## src/rtl/sorxu_pkg.sv

```systemverilog
package sorxu_pkg;

    typedef enum logic [3:0] {
        CMD_MOVE  = 4'd0,
        CMD_NOT   = 4'd1,
        CMD_AND   = 4'd2,
        CMD_OR    = 4'd3,
        CMD_ADD   = 4'd4,
        CMD_SUB   = 4'd5,
        CMD_ADDI  = 4'd6,
        CMD_SUBI  = 4'd7,
        CMD_SET   = 4'd8,
        CMD_SETH  = 4'd9,
        CMD_INCIZ = 4'd10,
        CMD_DECIN = 4'd11,
        CMD_MOVEZ = 4'd12,
        CMD_MOVEX = 4'd13,
        CMD_MOVEP = 4'd14,
        CMD_MOVEN = 4'd15
    } cmd_t;

    localparam int FIELD_IDX_BITS = 4;
    localparam int IMM_BITS       = 8;
    localparam int IMM4_BITS      = 4;
    localparam int OUT_WORD_BITS  = 16;

    typedef struct packed {
        logic [3:0]                command;
        logic [FIELD_IDX_BITS-1:0] dest_reg;
        logic [FIELD_IDX_BITS-1:0] src_a_reg;
        logic [FIELD_IDX_BITS-1:0] src_b_reg;
        logic [IMM_BITS-1:0]       immediate;
    } instr_t;

    typedef struct packed {
        logic                      wrote;
        logic [FIELD_IDX_BITS-1:0] written_reg;
        logic [OUT_WORD_BITS-1:0]  written_value;
    } result_t;

    typedef struct packed {
        logic load;
        logic latch_ab;
        logic commit;
    } ctrl_cmd_t;

endpackage

```

## src/rtl/sorxu_ram.sv

```systemverilog
module sorxu_ram #(
    parameter int WIDTH = 16,
    parameter int DEPTH = 16
) (
    input  logic                     clk,
    input  logic                     we,
    input  logic [$clog2(DEPTH)-1:0] waddr,
    input  logic [WIDTH-1:0]         wdata,
    input  logic                     re0,
    input  logic [$clog2(DEPTH)-1:0] raddr0,
    output logic [WIDTH-1:0]         rdata0,
    input  logic                     re1,
    input  logic [$clog2(DEPTH)-1:0] raddr1,
    output logic [WIDTH-1:0]         rdata1
);

    logic [WIDTH-1:0] mem [DEPTH];

    always_ff @(posedge clk)
    begin
        if (we)
        begin
            mem[waddr] <= wdata;
        end
        if (re0)
        begin
            rdata0 <= mem[raddr0];
        end
        if (re1)
        begin
            rdata1 <= mem[raddr1];
        end
    end

endmodule

```

## src/rtl/sorxu_ctrl.sv

```systemverilog
module sorxu_ctrl (
    input  logic                clk,
    input  logic                rst_n,
    input  logic                instr_valid,
    output logic                instr_ready,
    output logic                result_valid,
    input  logic                result_ready,
    output sorxu_pkg::ctrl_cmd_t cmd
);
    import sorxu_pkg::*;

    typedef enum logic [1:0] {
        S_IDLE,
        S_READ_D,
        S_EXEC
    } state_t;

    state_t state_reg;
    logic   result_valid_reg;

    assign instr_ready  = (state_reg == S_IDLE);
    assign result_valid = result_valid_reg;

    always_comb
    begin
        cmd.load     = instr_valid && (state_reg == S_IDLE);
        cmd.latch_ab = (state_reg == S_READ_D);
        cmd.commit   = (state_reg == S_EXEC) && (!result_valid_reg || result_ready);
    end

    always_ff @(posedge clk or negedge rst_n)
    begin
        if (!rst_n)
        begin
            state_reg        <= S_IDLE;
            result_valid_reg <= 1'b0;
        end
        else
        begin
            case (state_reg)
                S_IDLE:
                begin
                    if (cmd.load)
                    begin
                        state_reg <= S_READ_D;
                    end
                end
                S_READ_D:
                begin
                    state_reg <= S_EXEC;
                end
                S_EXEC:
                begin
                    if (cmd.commit)
                    begin
                        state_reg <= S_IDLE;
                    end
                end
                default:
                begin
                    state_reg <= S_IDLE;
                end
            endcase

            if (cmd.commit)
            begin
                result_valid_reg <= 1'b1;
            end
            else if (result_ready)
            begin
                result_valid_reg <= 1'b0;
            end
        end
    end

`ifndef SYNTHESIS
    a_load_leaves_idle: assert property (@(posedge clk) disable iff (!rst_n)
        cmd.load |=> !instr_ready && cmd.latch_ab)
        else $error("accepted beat did not start the read sequence");

    a_commit_shows_result: assert property (@(posedge clk) disable iff (!rst_n)
        cmd.commit |=> result_valid && instr_ready)
        else $error("commit did not present a result");

    a_stall_holds_exec: assert property (@(posedge clk) disable iff (!rst_n)
        (state_reg == S_EXEC) && result_valid && !result_ready |=>
        (state_reg == S_EXEC) && result_valid)
        else $error("execute left while result was stalled");
`endif

endmodule

```

## src/rtl/sorxu_datapath.sv

```systemverilog
module sorxu_datapath #(
    parameter int NUM_REGS  = 16,
    parameter int WORD_BITS = 16
) (
    input  logic                 clk,
    input  logic                 rst_n,
    input  sorxu_pkg::ctrl_cmd_t cmd,
    input  sorxu_pkg::instr_t    instr,
    output sorxu_pkg::result_t   result
);
    import sorxu_pkg::*;

    localparam int IDX_BITS  = $clog2(NUM_REGS);
    localparam int HALF_BITS = WORD_BITS / 2;

    function automatic logic [IDX_BITS-1:0] reduce_idx(input logic [FIELD_IDX_BITS-1:0] f);
        logic [6:0] v;
        v = 7'(f);
        for (int i = 0; i < 8; i++)
        begin
            if (v >= 7'(NUM_REGS))
            begin
                v = v - 7'(NUM_REGS);
            end
        end
        return IDX_BITS'(v);
    endfunction

    instr_t                instr_reg;
    logic [IDX_BITS-1:0]   d_idx_reg;
    logic [WORD_BITS-1:0]  a_reg;
    logic [NUM_REGS-1:0]   valid_reg;
    logic                  vld0_reg;
    logic                  vld1_reg;
    result_t               result_reg;

    logic [IDX_BITS-1:0]   ia;
    logic [IDX_BITS-1:0]   ib;
    logic [IDX_BITS-1:0]   addr0;
    logic                  re0;
    logic [WORD_BITS-1:0]  rdata0;
    logic [WORD_BITS-1:0]  rdata1;
    logic [WORD_BITS-1:0]  b_val;
    logic [WORD_BITS-1:0]  old;
    logic [WORD_BITS-1:0]  imm4;
    logic [WORD_BITS-1:0]  imm8;
    logic [WORD_BITS-1:0]  half_mask;
    logic [WORD_BITS-1:0]  val;
    logic [WORD_BITS-1:0]  new_val;
    logic                  wr;
    logic                  b_zero;
    logic                  b_neg;

    assign ia    = reduce_idx(instr.src_a_reg);
    assign ib    = reduce_idx(instr.src_b_reg);
    assign addr0 = cmd.load ? ia : d_idx_reg;
    assign re0   = cmd.load || cmd.latch_ab;

    sorxu_ram #(
        .WIDTH (WORD_BITS),
        .DEPTH (NUM_REGS)
    ) u_regfile (
        .clk    (clk),
        .we     (cmd.commit && wr),
        .waddr  (d_idx_reg),
        .wdata  (val),
        .re0    (re0),
        .raddr0 (addr0),
        .rdata0 (rdata0),
        .re1    (cmd.load),
        .raddr1 (ib),
        .rdata1 (rdata1)
    );

    assign b_val     = vld1_reg ? rdata1 : '0;
    assign old       = vld0_reg ? rdata0 : '0;
    assign imm4      = WORD_BITS'(instr_reg.immediate[IMM4_BITS-1:0]);
    assign imm8      = WORD_BITS'(instr_reg.immediate);
    assign half_mask = {WORD_BITS{1'b1}} >> (WORD_BITS - HALF_BITS);
    assign b_zero    = (b_val == '0);
    assign b_neg     = b_val[WORD_BITS-1];

    always_comb
    begin
        val = old;
        wr  = 1'b1;
        case (cmd_t'(instr_reg.command))
            CMD_MOVE:  val = a_reg;
            CMD_NOT:   val = ~a_reg;
            CMD_AND:   val = a_reg & b_val;
            CMD_OR:    val = a_reg | b_val;
            CMD_ADD:   val = a_reg + b_val;
            CMD_SUB:   val = a_reg - b_val;
            CMD_ADDI:  val = a_reg + imm4;
            CMD_SUBI:  val = a_reg - imm4;
            CMD_SET:   val = imm8;
            CMD_SETH:  val = (old & half_mask)
                           | (WORD_BITS'(HALF_BITS'(instr_reg.immediate)) << HALF_BITS);
            CMD_INCIZ:
            begin
                wr  = b_zero;
                val = old + imm4;
            end
            CMD_DECIN:
            begin
                wr  = b_neg;
                val = old - imm4;
            end
            CMD_MOVEZ:
            begin
                wr  = b_zero;
                val = a_reg;
            end
            CMD_MOVEX:
            begin
                wr  = !b_zero;
                val = a_reg;
            end
            CMD_MOVEP:
            begin
                wr  = !b_neg;
                val = a_reg;
            end
            CMD_MOVEN:
            begin
                wr  = b_neg;
                val = a_reg;
            end
            default:
            begin
                wr  = b_neg;
                val = a_reg;
            end
        endcase
    end

    assign new_val = wr ? val : old;

    always_ff @(posedge clk or negedge rst_n)
    begin
        if (!rst_n)
        begin
            valid_reg <= '0;
        end
        else if (cmd.commit && wr)
        begin
            valid_reg[d_idx_reg] <= 1'b1;
        end
    end

    always_ff @(posedge clk)
    begin
        if (cmd.load)
        begin
            instr_reg <= instr;
            d_idx_reg <= reduce_idx(instr.dest_reg);
            vld1_reg  <= valid_reg[ib];
        end
        if (re0)
        begin
            vld0_reg <= valid_reg[addr0];
        end
        if (cmd.latch_ab)
        begin
            a_reg <= old;
        end
        if (cmd.commit)
        begin
            result_reg.wrote         <= wr;
            result_reg.written_reg   <= FIELD_IDX_BITS'(d_idx_reg);
            result_reg.written_value <= OUT_WORD_BITS'(new_val);
        end
    end

    assign result = result_reg;

`ifndef SYNTHESIS
    a_write_marks_valid: assert property (@(posedge clk) disable iff (!rst_n)
        cmd.commit && wr |=> valid_reg[$past(d_idx_reg)])
        else $error("written register not marked valid");

    a_result_flag: assert property (@(posedge clk) disable iff (!rst_n)
        cmd.commit |=> result_reg.wrote == $past(wr))
        else $error("result flag differs from write enable");

    a_skip_keeps_old: assert property (@(posedge clk) disable iff (!rst_n)
        cmd.commit && !wr |=> result_reg.written_value == $past(OUT_WORD_BITS'(old)))
        else $error("skipped write reported a changed value");
`endif

endmodule

```

## src/rtl/sixteen_op_register_execute_unit_top.sv

```systemverilog
// Channel  Signals                                   Payload
// instr    instr_valid / instr_ready / instr         command, dest_reg, src_a_reg,
//                                                    src_b_reg, immediate
// result   result_valid / result_ready / result      wrote, written_reg, written_value
//
// An instruction is accepted only after the previous one commits, and its result
// beat is registered at commit after states READ_D and EXEC: the register file
// RAM has two read ports, so A and B are read first and D is read next.
// One instruction is in flight at a time; instr_ready is high only when idle.
// A result stalled on result_ready holds the next instruction in execute.
// Reset clears the register file through per-register valid bits, at once.
module sixteen_op_register_execute_unit_top #(
    parameter int NUM_REGS  = 16,
    parameter int WORD_BITS = 16
) (
    input  logic               clk,
    input  logic               rst_n,
    input  logic               instr_valid,
    output logic               instr_ready,
    input  sorxu_pkg::instr_t  instr,
    output logic               result_valid,
    input  logic               result_ready,
    output sorxu_pkg::result_t result
);
    import sorxu_pkg::*;

    ctrl_cmd_t cmd;

    sorxu_ctrl u_ctrl (
        .clk          (clk),
        .rst_n        (rst_n),
        .instr_valid  (instr_valid),
        .instr_ready  (instr_ready),
        .result_valid (result_valid),
        .result_ready (result_ready),
        .cmd          (cmd)
    );

    sorxu_datapath #(
        .NUM_REGS  (NUM_REGS),
        .WORD_BITS (WORD_BITS)
    ) u_datapath (
        .clk    (clk),
        .rst_n  (rst_n),
        .cmd    (cmd),
        .instr  (instr),
        .result (result)
    );

endmodule

```

## config.mk

```make
export PLATFORM = sky130hd
export DESIGN_NAME = sixteen_op_register_execute_unit_top
export DESIGN_NICKNAME = d
export VERILOG_FILES = /design/src/rtl/sorxu_pkg.sv /design/src/rtl/sorxu_ram.sv /design/src/rtl/sorxu_ctrl.sv /design/src/rtl/sorxu_datapath.sv /design/src/rtl/sixteen_op_register_execute_unit_top.sv
export SDC_FILE = /design/constraint.sdc
export NUM_CORES = 1
export LEC_CHECK = 0
export ABC_AREA = 1
export BUFFER_PORTS_ARGS = -buffer_cell sky130_fd_sc_hd__buf_2
export CORE_ASPECT_RATIO = 0.7
export CORE_MARGIN = 2
export CORE_UTILIZATION = 38
export CTS_CLUSTER_SIZE = 14
export DETAILED_ROUTE_END_ITERATION = 16
export SLEW_MARGIN = 20
export SYNTH_ARGS = -nofsm -noshare
export SYNTH_HDL_FRONTEND = slang
export SYNTH_SLANG_ARGS = --single-unit
```

## constraint.sdc

```tcl
create_clock -name clk -period 8.5 [get_ports clk]
set_input_delay 0.425 -clock clk [delete_from_list [all_inputs] [get_ports clk]]
set_output_delay 0.425 -clock clk [all_outputs]
set_load 0.02 [all_outputs]
```

Word-level counts from Yosys, hierarchy flattened
Memory sizes are Yosys's and may differ from the RTL's. A register that Yosys moved wholly into a read port is not among the register bits.
Cells that the tools add are included.
- logic and storage cells: 83
- flip-flop bits (word level): 74
- memories: 1
- memory bits (writable): 256
- input port bits: 28
- $add $sub $neg: 6
- $lt $le $gt $ge: 4
- mux-type cells: 19
- bitwise gates (word level): 5
- equal/unequal tests: 19
- reductions and logical operators: 17
- memory list (memory ; words ; width ; read ports ; clocked after memory_dff ; wr ports ; line ; RTL):
    u_datapath.u_regfile.mem ; 16 ; 16 ; 2 ; 2 ; 1 ; sorxu_ram.sv:17 ; logic [WIDTH-1:0] mem [DEPTH];
- operator list (cell ; number):
    case mux 16 bit (12 select lines) ; 1
    2-to-1 mux 16 bit ; 3
    adder 16 x 4 -> 16 bit ; 2
    equality test 4 bit (second input constant) ; 8
    OR 16 bit ; 2
    subtractor 16 x 4 -> 16 bit ; 2
    adder 16 bit ; 1
    AND 16 bit ; 1
    equality test 4 x 3 -> 1 bit (second input constant) ; 4
    logical NOT 16 bit ; 1
    inverter 16 bit ; 1
    OR 8 x 16 -> 16 bit ; 1
    subtractor 16 bit ; 1
    less-than comparator 4 x 5 -> 1 bit (second input constant) ; 3
    binary-select mux 1 bit (select 4 bit) ; 2
    equality test 4 x 2 -> 1 bit (second input constant) ; 2
    2-to-1 mux 1 bit ; 7
    case mux 2 bit (3 select lines) ; 1
    OR reduction 5 bit ; 1
    demux 1 bit (select 4 bit) ; 1
    equality test 4 x 1 -> 1 bit (second input constant) ; 1
    >= comparator 4 x 1 -> 1 bit (second input constant) ; 1
    logical AND 1 bit ; 4
    logical NOT 4 bit ; 1
    12 further kinds ; 18

Longest topological paths before layout
Gate-level depths: netlist of the first run.
- depth in word-level cells: 7
- mapped depth: 23

Modules after synthesis
A second synthesis of the first run with hierarchy kept.
- cells, all modules: 2593
- area, all modules: 21194.1 um2
- by module, submodules not included (module ; instances ; area each (um2) ; cells each):
    sorxu_ram ; 1 ; 14680.3 ; 1673
    sorxu_datapath ; 1 ; 6371.1 ; 902
    sorxu_ctrl ; 1 ; 142.6 ; 18

Worst setup path before layout of the first run
OpenSTA, ideal clock, no wires.
- path type: register to register
- from: register u_datapath.vld1_reg
- to: register u_datapath.result_reg (netlist bit u_datapath.result[13]), data pin
- period minus slack after synthesis: 3.495 ns
- required time: 8.244 ns
- arrival time: 3.239 ns
- cell stages (with the launch flop): 21
- slack: 5.005 ns
- cell sequence: edfxtp_1 -> buf_2 -> nand2_1 -> ha_1 -> nand2_2 -> nor2_4 -> nand2_2 -> nor3_4 -> nor3b_4 -> a21oi_1 -> o21ai_0 -> o21ai_0 -> ha_1 -> a21oi_1 -> o21ai_0 -> a31oi_1 -> nand3_1 -> nand3_1 -> nand4_1 -> nand2_1 -> nand2_1
- elaborated cells between the ends (all ways): 11
- those cells by class: add/sub: 2; mux: 4; bitwise: 2; reduce/logical: 3
- RTL lines (item ; line ; RTL):
    start: declaration ; sorxu_datapath.sv:34 ; logic vld1_reg;
    start signal: assignment ; sorxu_datapath.sv:157 ; vld1_reg <= valid_reg[ib];
    2-to-1 mux 16 bit * ; sorxu_datapath.sv:75 ; assign b_val = vld1_reg ? rdata1 : '0;
    subtractor 16 bit, or another cell as far along ; sorxu_datapath.sv:93 ; CMD_SUB: val = a_reg - b_val;
    case mux 16 bit (12 select lines) * ; sorxu_datapath.sv:87 ; case (cmd_t'(instr_reg.command))
    net u_datapath.u_regfile.wdata[13] ; sorxu_ram.sv:8 ; input logic [WIDTH-1:0] wdata,
    2-to-1 mux 16 bit * ; sorxu_datapath.sv:137 ; assign new_val = wr ? val : old;
    net u_datapath.new_val[13] ; sorxu_datapath.sv:49 ; logic [WORD_BITS-1:0] new_val;
    end: declaration ; sorxu_datapath.sv:35 ; result_t result_reg;
Mark *: on every way through the listed nets, which the timed path passes. The rest lies on a longest branch.
A chain may end at the register's enable or synchronous reset.

Final worst setup path of the first run
- from: register u_datapath.instr_reg[23] (netlist bit)
- to: register u_datapath.result_reg (netlist bit u_datapath.result[11]), data pin
- longest elaborated chain between the ends: 4
- elaborated cells between the ends (all ways): 22
- those cells by class: eq/ne: 15; mux: 3; reduce/logical: 4
- RTL lines (item ; line ; RTL):
    start: declaration ; sorxu_datapath.sv:29 ; instr_t instr_reg;
    start signal: assignment ; sorxu_datapath.sv:155 ; instr_reg <= instr;
    equality test 4 bit or logical NOT 4 bit (tied branches) ; sorxu_datapath.sv:87 ;
    OR reduction 5 bit (no source line) ; n/a ;
    case mux 16 bit (12 select lines) * ; sorxu_datapath.sv:87 ;
    net u_datapath.u_regfile.wdata[11] ; sorxu_ram.sv:8 ;
    2-to-1 mux 16 bit * ; sorxu_datapath.sv:137 ;
    net u_datapath.new_val[11] ; sorxu_datapath.sv:49 ;
Marked as above.

==> results of run 1 <==
[layer usage]
metal  track usage, %  routed length [um]  vias up
met1             40.1               31600     8044
met2             34.7               27700     1031
met3             7.00                8640       97
li1                 -                   -     7332
met5                0                  12        -
met4             5.31                1270        2
[layout by cell type (no fill, tap or decap), drive strengths merged, types with 2 or more instances in the layout]
cell type	n
clkbuf	51
edfxtp	343
nor2	214
o311ai	4
buf	81
a2111oi	3
or2	13
xnor2	3
mux2i	62
nand4	8
o211ai	85
o221ai	52
a211oi	3
and2	2
o21ai	322
a221oi	5
nand3b	2
dfrtp	19
clkinv	15
o2111ai	2
a31oi	6
a32oi	2
nor3	13
nand2	230
fa	2
a21o	9
o21bai	11
xor2	4
o22ai	26
o21a	3
ha	33
nand3	92
inv	198
a21oi	134
[worst register-to-register path, stage by stage (launching register included)]
cell      delay [ps]
edfxtp_1         450
nor2_2           690
nand2_1          510
inv_1            390
nand2_1          210
o21ai_0          330
ha_1             350
a21o_1           200
a21oi_1          110
nand2_1          160
a21o_1           220
o21ai_0          220
nand4_1          640
nand2_1          200
o21ai_0          110
[cell type report]
type | count | area share (%)
Tap cell | 674 | 3.90
Multi-Input combinational cell | 1348 | 35.3
Inverter | 200 | 3.48
Sequential cell | 362 | 49.8
Antenna cell | 1 | 0.0116
Clock inverter | 15 | 0.538
Timing Repair Buffer | 82 | 2.31
Clock buffer | 51 | 4.67
[timing repair]
item | 4_1_cts | 5_1_grt
setup buffers | 0 | 0
hold buffers | 1 | 0
endpoints found under the hold margin | 19 | 0
setup endpoints to repair | 0 | 0
[cell families (layout without fill, tap and decap cells)]
family / Yosys count / after routing / share of synthesized area [%]
simple gates: 576 / 576 / 12.6
compound gates: 668 / 668 / 20.1
mux: 62 / 62 / 3.18
other cells: 0 / 1 / 0
buf+inv: 316 / 348 / 6.27
fa+ha+maj: 35 / 35 / 2.32
flops: 362 / 362 / 55.2
xor+xnor: 7 / 7 / 0.314
[metrics by stage]
step	hold WS [ps]	instances	power, mW	util (%)	cell area (um2)
after floorplan	129	2026	3.66	-	19500
after global placement	405	2665	4.39	40.4	20500
after detailed placement	407	2665	4.39	40.4	20500
after CTS	31.4	2732	5.96	42.6	21600
after global routing	39.3	2733	6.27	42.6	21600
final	46.5	2733	6.01	42.6	21600
[worst min path at each step]
stage             start                                    to  slack, ps  depth (start not counted)
2_1_floorplan     rst_n       u_ctrl.result_valid$_DFFE_PN0P_        130                          0
3_3_place_gp      rst_n  u_datapath.valid_reg[12]$_DFFE_PN0P_        400                          1
3_5_place_dp      rst_n  u_datapath.valid_reg[14]$_DFFE_PN0P_        410                          1
4_1_cts        instr[5]          u_datapath.imm8[5]$_DFFE_PP_         30                          1
5_1_grt        instr[7]          u_datapath.imm8[7]$_DFFE_PP_         40                          1
6_report       instr[5]          u_datapath.imm8[5]$_DFFE_PP_         50                          1
[power groups by stage]
stage               clock network (mW)  registers, mW  logic (mW)
floorplan                            0           2.45        1.21
global placement                     0           2.49        1.90
detailed placement                   0           2.49        1.91
CTS                               1.60           2.45        1.91
global route                      1.67           2.47        2.13
finish                            1.58           2.46        1.98
==> results.py, run 1 <==
metrics = {
    "status": {
        "status": "complete, no violations",
    },
    "floorplanning": {
        "io_pins": 51,
        "core_um2": 50800,
        "die_x_um": 275,
        "die_y_um": 194,
        "initial_core_util_pct": 38.4,
        "rows": 69,
        "die_area_um2": 53200,
    },
    "worst_setup_path": {
        "reg2reg_slack_ps": 3450,
        "path_class": "reg -> reg",
        "cp_data_required_time_ps": 8770,
        "cp_slowest_cell": "nor2_2",
        "path_cells": "nor2_2 -> nand2_1 -> inv_1 -> nand2_1 -> o21ai_0 -> ha_1 -> a21o_1 -> a21oi_1 -> nand2_1 -> a21o_1 -> o21ai_0 -> nand4_1 -> nand2_1 -> o21ai_0",
        "crit_family": "simple AND/OR/NAND/NOR gates",
        "critical_path.endpoint_type": "flip-flop",
        "critPathArrivalTime_ps": 5320,
        "cp_slowest_stage_delay_ps": 690,
        "worst-path-max-fanout": 17,
        "reg2reg_depth": 14,
        "crit_cells": 14,
        "rr_endpoint": "u_datapath.result[11]$_DFFE_PP_",
        "path_buf_inv": 1,
        "cp-start-kind": "flip-flop",
        "crit_top_cell": "nand2_1",
        "r2r-start": "u_datapath.instr_reg[23]$_DFFE_PP_",
        "crit_path_end": "u_datapath.result[11]$_DFFE_PP_",
        "critPathLaunch": "u_datapath.instr_reg[23]$_DFFE_PP_",
    },
    "timing": {
        "min_period_ps": 5050,
        "rsz0062_at_grt": "no",
        "clock.fmax_ghz": 0.198,
        "worst_pin_slew_ps": 1160,
        "setup_viol": 0,
        "slew_headroom_pct": 22.2,
        "drv_slew": 0,
        "setup_ws_ps": 3450,
        "fin_setup_tns_ps": 0,
        "post-route-period-util_pct": 59.4,
        "hold_viol": 0,
        "fin_worst_skew_ps": 25.8,
    },
    "pwr": {
        "peakVddDrop_mv": 0.173,
        "powerDensity_nw_per_um2": 278,
        "leakage_nw": 8.17,
        "p_sw_share_pct": 38.3,
        "p_sw_mw": 2.30,
        "pwr-share-seq_pct": 40.8,
        "comb_power_share_pct": 32.9,
        "p_int_mw": 3.71,
        "clkPwrFrac_pct": 26.3,
    },
    "cts": {
        "clk_pin_slew_ps": 70,
        "cts_buffer_depth": 3,
        "numCtsBuffers": 37,
        "root_buffer": "clkbuf_16",
        "clock_latency_ps": 550,
        "htreeDepth": 2,
        "cts.repair.resized": 0,
        "cts_tree": "built",
        "cts_sinks": 362,
    },
    "logic_synthesis": {
        "postSynthAreaPerCell_um2": 9.63,
        "synth_cell_types": 50,
        "yosysMostFrequentCell": "edfxtp_1",
        "ys_seq_area_share_pct": 55.2,
        "ys_ff_latch": 362,
        "yosys.area.top_type": "edfxtp_1",
        "synth_area_leaders": "edfxtp_1, o21ai_0, nand2_1",
        "yosysWarnings": 0,
        "synth_edf_count": 343,
        "synthArstFlopShare_pct": 5.25,
        "synth_cells": 2026,
        "syn_nets": 2089,
        "synth-main-ff-cell": "edfxtp_1",
        "synthTopCellsByCount": "edfxtp_1, o21ai_0, nand2_1",
        "synth.top_cell.area_share_pct": 52.8,
        "syn_area_um2": 19500,
    },
    "layout": {
        "drive_above_1_share_pct": 8.94,
        "final_nets": 2094,
        "seq_area_um2": 10800,
        "multi_input_area_um2": 7640,
        "fill_cells": 4814,
        "largest_reg_flops": 256,
        "syn_to_final_growth_pct": 10.9,
    },
    "detailed_routing": {
        "vias": 16500,
        "dr.first_iter.drc_count": 2603,
        "ant_nets": 0,
        "drc": 0,
        "finalWirelength_mm": 69.3,
        "post_drt_wl_per_cell_um": 25.3,
        "firstDrtPassIters": 5,
        "vias_per_cell": 6.04,
    },
    "grt": {
        "grt_usage_pct": 25.6,
        "grt_pass1_vias": 15100,
        "grt_max_degree": 103,
        "antenna_found_initial": 2,
        "overflow": 0,
        "grt_pass1_wl_mm": 100,
    },
    "hold_path": {
        "worstHoldPathType": "in -> reg",
    },
    "placed_design": {
        "io_buffers": 50,
        "dp_hpwl_mm": 44.3,
        "dp_slack_ps": 3650,
        "gp_congestion": 1.02,
    },
    "flow_run": {
        "maxCapViolations": 0,
    },
}
No activity file was read; power rests on OpenSTA's default activity.
==> run 2, diff against run 1 <==
--- a/config.mk
+++ b/config.mk
@@ -5,7 +5,7 @@
 export SDC_FILE = /design/constraint.sdc
 export NUM_CORES = 1
 export LEC_CHECK = 0
-export ABC_AREA = 1
+export ABC_AREA = 0
 export BUFFER_PORTS_ARGS = -buffer_cell sky130_fd_sc_hd__buf_2
 export CORE_ASPECT_RATIO = 0.7
 export CORE_MARGIN = 2
==> constraint.sdc (replaced) <==
create_clock -name clk -period 4.8 [get_ports clk]
set_input_delay 0.24 -clock clk [delete_from_list [all_inputs] [get_ports clk]]
set_output_delay 0.24 -clock clk [all_outputs]
set_load 0.02 [all_outputs]
==> run 2 against run 1 <==
Effect of this change: fmax increased by 14%; synthesized area decreased by 3.2%; core utilization increased by 1.5 points; clock power increased by 77%; first-iteration DRC count decreased by 26%; register-to-register slack got worse by 3100 ps; global-route usage decreased by 3.6 points; sequential cell count unchanged; cell count decreased by 24%; critical path depth unchanged; largest power group unchanged.
==> results.py, run 2 <==
metrics = {
    "grt": {
        "grt.met2_usage_pct": 31.0,
        "overflow": 0,
        "antenna_found_initial": 0,
        "grt_pass1_vias": 12400,
        "grt_usage_pct": 22.0,
        "grt-busiest-layer": "met1",
        "grt_pass1_wl_mm": 83.4,
        "grt_max_degree": 69,
        "use_met1_pct": 34.2,
        "grt_util_met3_pct": 5.35,
    },
    "cts": {
        "numCtsBuffers": 36,
        "htreeDepth": 2,
        "clk_pin_slew_ps": 70,
        "cts_tree": "built",
        "root_buffer": "clkbuf_16",
        "cts_buffer_depth": 3,
        "cts_sinks": 362,
        "clock_latency_ps": 560,
    },
    "hold_path": {
        "worstHoldPathType": "in -> async",
    },
    "pwr": {
        "comb_power_share_pct": 33.1,
        "powerDensity_nw_per_um2": 496,
        "peakVddDrop_mv": 0.274,
        "pwr-share-seq_pct": 40.9,
        "clkPwrFrac_pct": 26.0,
        "p_int_mw": 7.09,
        "leakage_nw": 7.39,
        "p_sw_share_pct": 34.1,
        "p_sw_mw": 3.66,
    },
    "logic_synthesis": {
        "synth_edf_count": 343,
        "yosysWarnings": 0,
        "ys_seq_area_share_pct": 57.0,
        "yosys.area.top_type": "edfxtp_1",
        "syn_area_um2": 18900,
        "synth.top_cell.area_share_pct": 54.5,
        "yosysMostFrequentCell": "edfxtp_1",
        "syn_nets": 1357,
        "synth_cell_types": 75,
        "synth_cells": 1294,
        "synthTopCellsByCount": "edfxtp_1, mux4_2, nand2_1",
        "postSynthAreaPerCell_um2": 14.6,
        "synth_area_leaders": "edfxtp_1, mux4_2, dfrtp_1",
        "ys_ff_latch": 362,
        "synth-main-ff-cell": "edfxtp_1",
        "synthArstFlopShare_pct": 5.25,
    },
    "worst_setup_path": {
        "cp_slowest_stage_delay_ps": 550,
        "reg2reg_depth": 14,
        "cp_slowest_cell": "a21boi_2",
        "cp_data_required_time_ps": 5050,
        "critical_path.endpoint_type": "flip-flop",
        "cp-start-kind": "flip-flop",
        "critPathArrivalTime_ps": 4680,
        "worst-path-max-fanout": 16,
        "path_cells": "nand2_1 -> ha_1 -> o21a_1 -> nand3_1 -> o21ai_0 -> a211o_1 -> a21oi_1 -> ha_1 -> a2111o_1 -> o2111ai_1 -> a221oi_1 -> a221oi_1 -> mux2i_1 -> a21boi_2",
        "path_class": "reg -> reg",
    },
    "layout": {
        "final_nets": 1456,
        "drive_above_1_share_pct": 27.2,
        "final_cell_mix": "edfxtp_1, mux4_2, nand2_1",
        "finish.instance_area_um2": 21700,
        "layout_commonest_cell": "edfxtp_1",
        "syn_to_final_growth_pct": 14.8,
        "largest_reg_flops": 256,
    },
    "detailed_routing": {
        "firstDrtPassIters": 6,
        "finalWirelength_mm": 56.4,
        "dr.first_iter.drc_count": 1922,
        "post_drt_wl_per_cell_um": 27.1,
        "ant_nets": 0,
        "vias_per_cell": 6.16,
        "drc": 0,
        "vias": 12900,
    },
    "floorplanning": {
        "initial_core_util_pct": 38.4,
        "io_pins": 51,
        "die_area_um2": 51500,
        "rows": 68,
        "die_x_um": 270,
        "core_um2": 49200,
        "die_y_um": 191,
    },
    "status": {
        "status": "complete, no violations",
    },
    "placed_design": {
        "io_buffers": 50,
        "dp_hpwl_mm": 37.7,
        "dpl-instance-area_um2": 20300,
        "gp_congestion": 0.937,
    },
    "timing": {
        "fin_setup_tns_ps": 0,
        "post-route-period-util_pct": 92.3,
        "min_period_ps": 4430,
        "hold_viol": 0,
        "drv_slew": 0,
        "clock.fmax_ghz": 0.226,
        "worst_pin_slew_ps": 1110,
        "fin_worst_skew_ps": 25.8,
        "setup_viol": 0,
        "rsz0062_at_grt": "no",
        "slew_headroom_pct": 26.0,
    },
    "flow_run": {
        "maxCapViolations": 0,
    },
}
run 2: cells by family after synthesis:
kind of cell    share of synthesized area, %
xor+xnor                                1.07
flops                                   57.0
fa+ha+maj                               2.40
compound gates                          9.58
mux                                     19.4
buf+inv                                 2.13
simple gates                            8.37
run 2: worst paths after layout:
check / startpoint / end / slack (ps)
min in group clk: instr[15] / u_datapath.u_regfile.rdata0[0]$_DFFE_PP_ / 330
hold / removal: rst_n / u_datapath.valid_reg[8]$_DFFE_PN0P_ / 180
hold reg to reg: u_datapath.valid_reg[11]$_DFFE_PN0P_ / u_datapath.valid_reg[11]$_DFFE_PN0P_ / 500
setup reg to reg: u_datapath.vld1_reg$_DFFE_PP_ / u_datapath.u_regfile.mem[9][15]$_DFFE_PP_ / 370
max in group asynchronous: rst_n / u_datapath.valid_reg[2]$_DFFE_PN0P_ / 4290
setup / recovery: u_datapath.vld1_reg$_DFFE_PP_ / u_datapath.u_regfile.mem[9][15]$_DFFE_PP_ / 370
run 2: what timing repair did:
item / in CTS / in global routing
hold endpoints to repair: 37 / 0
hold buffers: 19 / 0
endpoints found under the setup margin: 0 / 16
gates resized for setup: 0 / 1
buffers inserted: 0 / 0
run 2: area by class of cell:
cell class / instances / area, um2
tap: 665 / 832
timing repair buffer: 137 / 1020
antenna: 1 / 2.50
sequential: 362 / 10800
clock inverter: 21 / 193
multi-input combinational: 830 / 7820
inverter: 26 / 97.6
fill: 4392 / 27500
clock buffer: 43 / 957
run 2: worst max-delay path: cells and delay by family (launching register included):
family / cells / cell delay [ps]
AO/OA/AOI/OAI: 9 / 2720
adder cells (fa/ha/maj): 2 / 550
flip-flops: 1 / 470
multiplexers: 1 / 170
AND/OR/NAND/NOR: 2 / 240
run 2: through the flow:
stage | hold WS [ps] | utilization [%] | cells | setup slack [ps] | total power, mW
after floorplan | -55.6 | - | 1294 | 304 | 6.67
after global placement | 210 | 41.4 | 2001 | 159 | 7.91
after detailed placement | 215 | 41.4 | 2001 | 112 | 7.93
after CTS | 177 | 44.1 | 2084 | 87.8 | 10.7
after global routing | 201 | 44.1 | 2084 | 82.6 | 11.2
final | 181 | 44.1 | 2085 | 371 | 10.8
run 2: metal layers:
metal | up-vias | part of all wire [%]
met2 | 755 | 41
met1 | 6584 | 46
met4 | 0 | 1.8
met5 | - | 0
li1 | 5436 | -
met3 | 79 | 11
run 2: power by group through the flow:
stage	clock network [mW]	logic (mW)	registers, mW
floorplan	0	2.26	4.42
global placement	0	3.47	4.45
detailed placement	0	3.48	4.45
CTS	2.84	3.51	4.39
global route	2.98	3.84	4.42
finish	2.79	3.56	4.40
